File: config.mk
export PLATFORM = sky130hd
export DESIGN_NAME = rtm_mac_unit
export DESIGN_NICKNAME = d
export VERILOG_FILES = /design/src/design/rtm_pkg.sv /design/src/design/rtm_mac_unit.sv
export SDC_FILE = /design/constraint.sdc
export NUM_CORES = 2
export LEC_CHECK = 0
export ABC_AREA = 1
export ABC_CLOCK_PERIOD_IN_PS = 9200
export BUFFER_PORTS_ARGS = -buffer_cell sky130_fd_sc_hd__buf_4
export CAP_MARGIN = 20
export CORE_MARGIN = 2
export CORE_UTILIZATION = 58
export DETAILED_ROUTE_END_ITERATION = 7
export PLACE_DENSITY = 0.77
export SYNTH_ARGS = -nofsm -noshare
export SYNTH_HDL_FRONTEND = slang
export SYNTH_SLANG_ARGS = --single-unit
export TNS_END_PERCENT = 5
File: constraint.sdc
create_clock -name clk -period 9.2 [get_ports clk]
set_input_delay 1.84 -clock clk [delete_from_list [all_inputs] [get_ports clk]]
set_output_delay 1.84 -clock clk [all_outputs]
set_load 0.01 [all_outputs]
File: src/design/rtm_pkg.sv
`default_nettype none

package rtm_pkg;

  // Default sizes for the top-level parameters.
  localparam int MAX_DIM_DEF    = 16;
  localparam int DATA_WIDTH_DEF = 32;
  localparam int ACC_WIDTH_DEF  = 48;

  // Fixed sizes that follow from the item fields.
  localparam int MAX_OUT   = 16;
  localparam int FRAC_BITS = 16;
  localparam int COL_W     = 4;
  localparam int TAG_W     = 16;
  localparam int ELEM_W    = 32;
  localparam int CFG_W     = 5;
  localparam int CFG_IDX_W = 1;

  // Configuration register indexes.
  localparam logic [CFG_IDX_W-1:0] CFG_INNER_LENGTH = 1'd0;
  localparam logic [CFG_IDX_W-1:0] CFG_OUT_COLUMNS  = 1'd1;

  // Item opcodes.
  localparam logic OP_LOAD_B   = 1'b0;
  localparam logic OP_ROW_ELEM = 1'b1;

  // Sequencer states.
  typedef enum logic [1:0] {
    ST_IDLE,
    ST_MAC,
    ST_DRAIN,
    ST_EMIT
  } state_t;

  // Column tag that travels with a term through the multiply pipeline.
  typedef struct packed {
    logic             vld;
    logic [COL_W-1:0] col;
  } tag_t;

endpackage

`default_nettype wire

File: src/design/rtm_mac_unit.sv
`default_nettype none

module rtm_mac_unit #(
  parameter int DATA_WIDTH = rtm_pkg::DATA_WIDTH_DEF,
  parameter int ACC_WIDTH  = rtm_pkg::ACC_WIDTH_DEF
) (
  input  wire logic                  clk,
  input  wire logic                  rst,
  input  wire logic [DATA_WIDTH-1:0] a_val,
  input  wire logic [DATA_WIDTH-1:0] b_val,
  input  wire rtm_pkg::tag_t         in_tag,
  output rtm_pkg::tag_t              out_tag,
  output logic [ACC_WIDTH-1:0]       term,
  output logic                       busy
);

  localparam int PW = 2 * DATA_WIDTH;
  localparam int SW = ((PW > ACC_WIDTH) ? PW : ACC_WIDTH) + 1;
  localparam logic signed [SW-1:0] AMAX =
    $signed({{(SW - ACC_WIDTH + 1){1'b0}}, {(ACC_WIDTH - 1){1'b1}}});
  localparam logic signed [SW-1:0] AMIN = ~AMAX;

  logic signed [PW-1:0]      prod;
  rtm_pkg::tag_t             p_tag;
  logic signed [PW-1:0]      shifted;
  logic signed [SW-1:0]      sh_ext;
  logic [ACC_WIDTH-1:0]      term_next;

  // Stage one: the exact product of the two Q16.16 operands.
  always_ff @(posedge clk) begin
    prod <= $signed(a_val) * $signed(b_val);
  end

  // The arithmetic shift rounds toward minus infinity; then clamp to the
  // accumulator range.
  always_comb begin
    shifted = prod >>> rtm_pkg::FRAC_BITS;
    sh_ext  = SW'(shifted);
    if (sh_ext > AMAX) begin
      term_next = AMAX[ACC_WIDTH-1:0];
    end else if (sh_ext < AMIN) begin
      term_next = AMIN[ACC_WIDTH-1:0];
    end else begin
      term_next = sh_ext[ACC_WIDTH-1:0];
    end
  end

  // Stage two: the scaled term, ready to be added into its column.
  always_ff @(posedge clk) begin
    term <= term_next;
  end

  // Column tags follow the data through both stages.
  always_ff @(posedge clk) begin
    if (rst) begin
      p_tag   <= '0;
      out_tag <= '0;
    end else begin
      p_tag   <= in_tag;
      out_tag <= p_tag;
    end
  end

  assign busy = p_tag.vld | out_tag.vld;

endmodule

`default_nettype wire

After elaboration in Yosys (flattened, before gate mapping)
Index checks and enable logic that the tools add are counted.
{"block": "word_totals", "reg_bits": 122, "wordCells": 11, "input_bits": 71}
{"block": "op_classes", "mul": 1, "n_mux": 1, "magnitude_cmp": 2, "bitwise_logic": 1}
{"cell": "32-bit by 32-bit multiplier with 64-bit output", "count": 1}
{"cell": "48-bit > comparator (second input constant)", "count": 1}
{"cell": "48-bit less-than comparator (second input constant)", "count": 1}
{"cell": "48-bit two-way mux", "count": 1}
{"cell": "1-bit bitwise OR", "count": 1}

Depth between registers and ports, before layout
{"block": "depth", "ltp_word": 2, "mapped_depth": 32, "mapped_depth_nobuf": 31}

Worst setup path after synthesis
No wires, ideal clock.
{"block": "synth_timing", "path_kind": "input -> register", "from": "input port a_val[31]", "to": "register prod[52]", "arrival_ps": 8434, "setup_slack_ps": 654, "required_time_ps": 9088, "setup_ps": 112, "stages": 27, "path_cell_list": "clkbuf_1 nand2_1 inv_1 fa_1 inv_1 fa_1 inv_1 fa_1 fa_1 inv_1 fa_1 inv_1 fa_1 inv_1 fa_1 inv_1 fa_1 ha_1 nand2_1 nor2_1 inv_2 nor2_1 nand2_1 nor4_1 nand2_1 nand3_1 nand2_1"}
{"block": "synth_via", "elab_chain_cells": 1}
{"element": "start, declared", "line": "rtm_mac_unit.sv:9", "text": "input wire logic [DATA_WIDTH-1:0] a_val,"}
{"element": "32-bit by 32-bit multiplier with 64-bit output", "line": "rtm_mac_unit.sv:31", "text": "prod <= $signed(a_val) * $signed(b_val);"}
{"element": "end signal, assigned", "line": "rtm_mac_unit.sv:31"}
{"element": "end, declared", "line": "rtm_mac_unit.sv:23", "text": "logic signed [PW-1:0] prod;"}
Every way passes these cells.
A chain may end at the register's enable or synchronous reset.

Final worst setup path
{"block": "layout_timing", "from": "input port b_val[8]", "to": "register prod[55]"}
{"block": "layout_via", "elab_chain_cells": 1}
{"element": "start, declared", "line": "rtm_mac_unit.sv:10", "text": "input wire logic [DATA_WIDTH-1:0] b_val,"}
{"element": "32-bit by 32-bit multiplier with 64-bit output", "line": "rtm_mac_unit.sv:31"}
Every way passes these cells.

==> summary.txt <==
Logic synthesis
  • Yosys Warn Count: 0
  • Post-synth top area share: a little over half
  • Synthesized area: roughly 41000 µm²
  • Part of the Yosys area used for sequential elements: under 10%
  • Net Count, Synth: about 6500
  • Cells after synthesis: roughly 5000
  • Unique masters post-synth: 29
  • Syn Area/Cell: 7.94 µm²
  • Post-synthesis register bit count: between 100 and 150
  • Post-synth top area cell: fa_1
  • Synth area leaders: fa_1 (53%), inv_1 (15%), nand2_1 (13%), ha_1 (5.5%), dfxtp_1 (5.2%)

Clock tree
  • CTS tree: built
  • Root buffer cell: clkbuf_16
  • Clock transition at path regs: 0.07 ns
  • CTS hold repair buffers: 0
  • Num CTS Buffers: 9
  • # resized after CTS: 0
  • Post-CTS Setup Bufs: 0
  • # clock sinks: 106
  • Clock buffer depth: 2
  • Clock latency on the worst-skew pair: around 0.36 ns
  • # H-tree levels: 3

Floorplanning
  • Die W: 269 µm
  • Initial Util: approximately three fifths
  • Die area: 72300 µm²
  • Row count: 97
  • Core area: 69800 µm²
  • Die Height: ~270 µm
  • Top-level I/O count: between 100 and 150

Placement
  • Final Wtd Congestion: about 1.0
  • Dpl hpwl: slightly below 90000 µm
  • Port bufs: approximately 120

Layout
  • Share of layout cells above drive strength 1: 4.04%
  • Commonest non-fill, non-tap cell in the layout: inv_1
  • End-of-flow core utilization: 60.7%
  • Nets: between 6000 and 7000
  • Synth-to-layout area growth: 4.13%
  • Commonest non-fill, non-tap cells in the layout: inv_1 (1666), nand2_1 (1408), fa_1 (1081), ha_1 (180), nor2_1 (154)

GRT
  • GRT Total Usage: 30.9%
  • First-pass GRT wire length: approximately 170000 µm
  • Initial antenna violation count: 5
  • Largest net degree at the start of global routing: 33
  • GRT overflow: 0
  • Vias in the first global route: approximately 34000

Setup path
  • Critical path peak fanout: 32
  • FF-to-FF End: term[32]
  • RR Startpoint: prod[48]
  • R2r setup slk: roughly 8.7 ns
  • Crit start category: input pin
  • Critical Path RT: 9.45 ns
  • Critical path class: in2reg
  • Cells on worst reg2reg path: 0
  • Worst setup EP type: flip-flop
  • WP data arrival: 8.86 ns

Drt
  • Post-route ant nets: 0
  • Routed WL per cell: roughly 17 µm
  • Iteration-0 DRC Markers: about 2200
  • DRC: 0
  • Pre-antenna DRT Iters: 7
  • Via count of the routed design: approximately 30000
  • Routed WL: 103000 µm
  • Avg Vias per Cell: 5.09

Timing
  • Number of setup violations in the final report: 0
  • Pins Over Slew Limit: 0
  • Final number of hold-violating endpoints: 0
  • Clock Skews: a little over 0.02 ns
  • Setup TNS: 0 ns
  • Slew of the pin with the lowest slew margin: slightly above 0.7 ns
  • RSZ-0062 raised after global routing: no
  • Tmin final: approximately 8.6 ns
  • Worst hold slack: about 0.32 ns
  • Slew HR: between 50% and 60%
  • Period utilization: just over 90%
  • FMAX: 0.116 GHz

Worst hold path
  • Worst hold start: prod[37]
  • Hold crit path type: reg2reg
  • Hold path depth: 0
  • WHS Endpoint: term[21]

Run status
  • Outcome: finished, final reports clean

Job
  • Max-Cap Viols: 0
==> state kept, by name, indices dropped and copies added (netlist names) <==
register and cells:
out_tag 5, term 48, prod 48, p_tag 5
==> layer usage <==
metal	global-route usage, %	up-vias	routed length [µm]
met5	0	-	13
li1	-	13762	-
met3	2.46	276	6130
met1	39.5	15287	39500
met2	55.1	1172	52700
met4	11.6	2	4340
==> synthesized netlist by cell type (all sizes together) <==
library cell and count:
clkbuf 240, nand2 1417, nand3b 1, a21oi 80
a21o 2, nor2 162, nor4 3, a21boi 2
buf 1, o21bai 8, o21a 3, inv 1677
o21ai 42, ha 180, clkinv 2, or2 10
xnor2 5, fa 1081, nor3 12, nand4 12
xor2 19, dfxtp 106, nand3 59
==> worst max-delay path, cell delays in order <==
cell and delay (ns):
buf_4 0.35, nand2_1 0.22, fa_1 0.65, fa_1 0.82
fa_1 0.53, inv_1 0.36, fa_1 0.52, fa_1 0.50
fa_1 0.49, inv_1 0.05, fa_1 0.47, fa_1 0.53
inv_1 0.04, ha_1 0.39, nand2_1 0.12, nor2_1 0.18
inv_1 0.08, nor2_1 0.19, nand2_1 0.12, nor4_2 0.15
nand2_1 0.11, nand4_1 0.08, nand2_1 0.05
==> cell families after synthesis <==
logic type / after synthesis / synth area share, %
buffers and inverters: 1920 / 17.7
adder cells (fa/ha/maj): 1261 / 58.7
flip-flops: 106 / 5.22
XOR/XNOR: 24 / 0.517
AND/OR/NAND/NOR: 1676 / 16.0
AO/OA/AOI/OAI: 137 / 1.78
==> how the worst max path moves through the flow <==
stage	to	cells after the start	startpoint	slack, ns
CTS	prod[55]	23	a_val[31]	0.61
finish	prod[55]	23	b_val[8]	0.59
floorplan	prod[52]	27	a_val[31]	0.65
detailed placement	prod[55]	23	a_val[31]	0.25
global route	prod[52]	27	b_val[5]	0.19
global placement	prod[55]	23	b_val[8]	0.37
==> through the flow <==
step	instances	area (µm²)	setup WS [ns]
final	5988	42400	0.590
after global routing	5988	42400	0.193
after detailed placement	5968	42000	0.247
after CTS	5984	42300	0.608
after global placement	5968	42000	0.371
after floorplan	5124	40700	0.654
==> layout make-up <==
cell class | instances | area, µm²
Multi-Input combinational cell | 3098 | 31300
Fill cell | 6092 | 27400
Inverter | 1679 | 6300
Sequential cell | 106 | 2120
Tap cell | 940 | 1180
Timing Repair Buffer | 145 | 1090
Clock buffer | 9 | 225
Clock inverter | 7 | 83.8
Antenna cell | 4 | 10.0
Power is not shown: default switching activity piles up to over one toggle a cycle in this logic, so the estimate is an artifact.
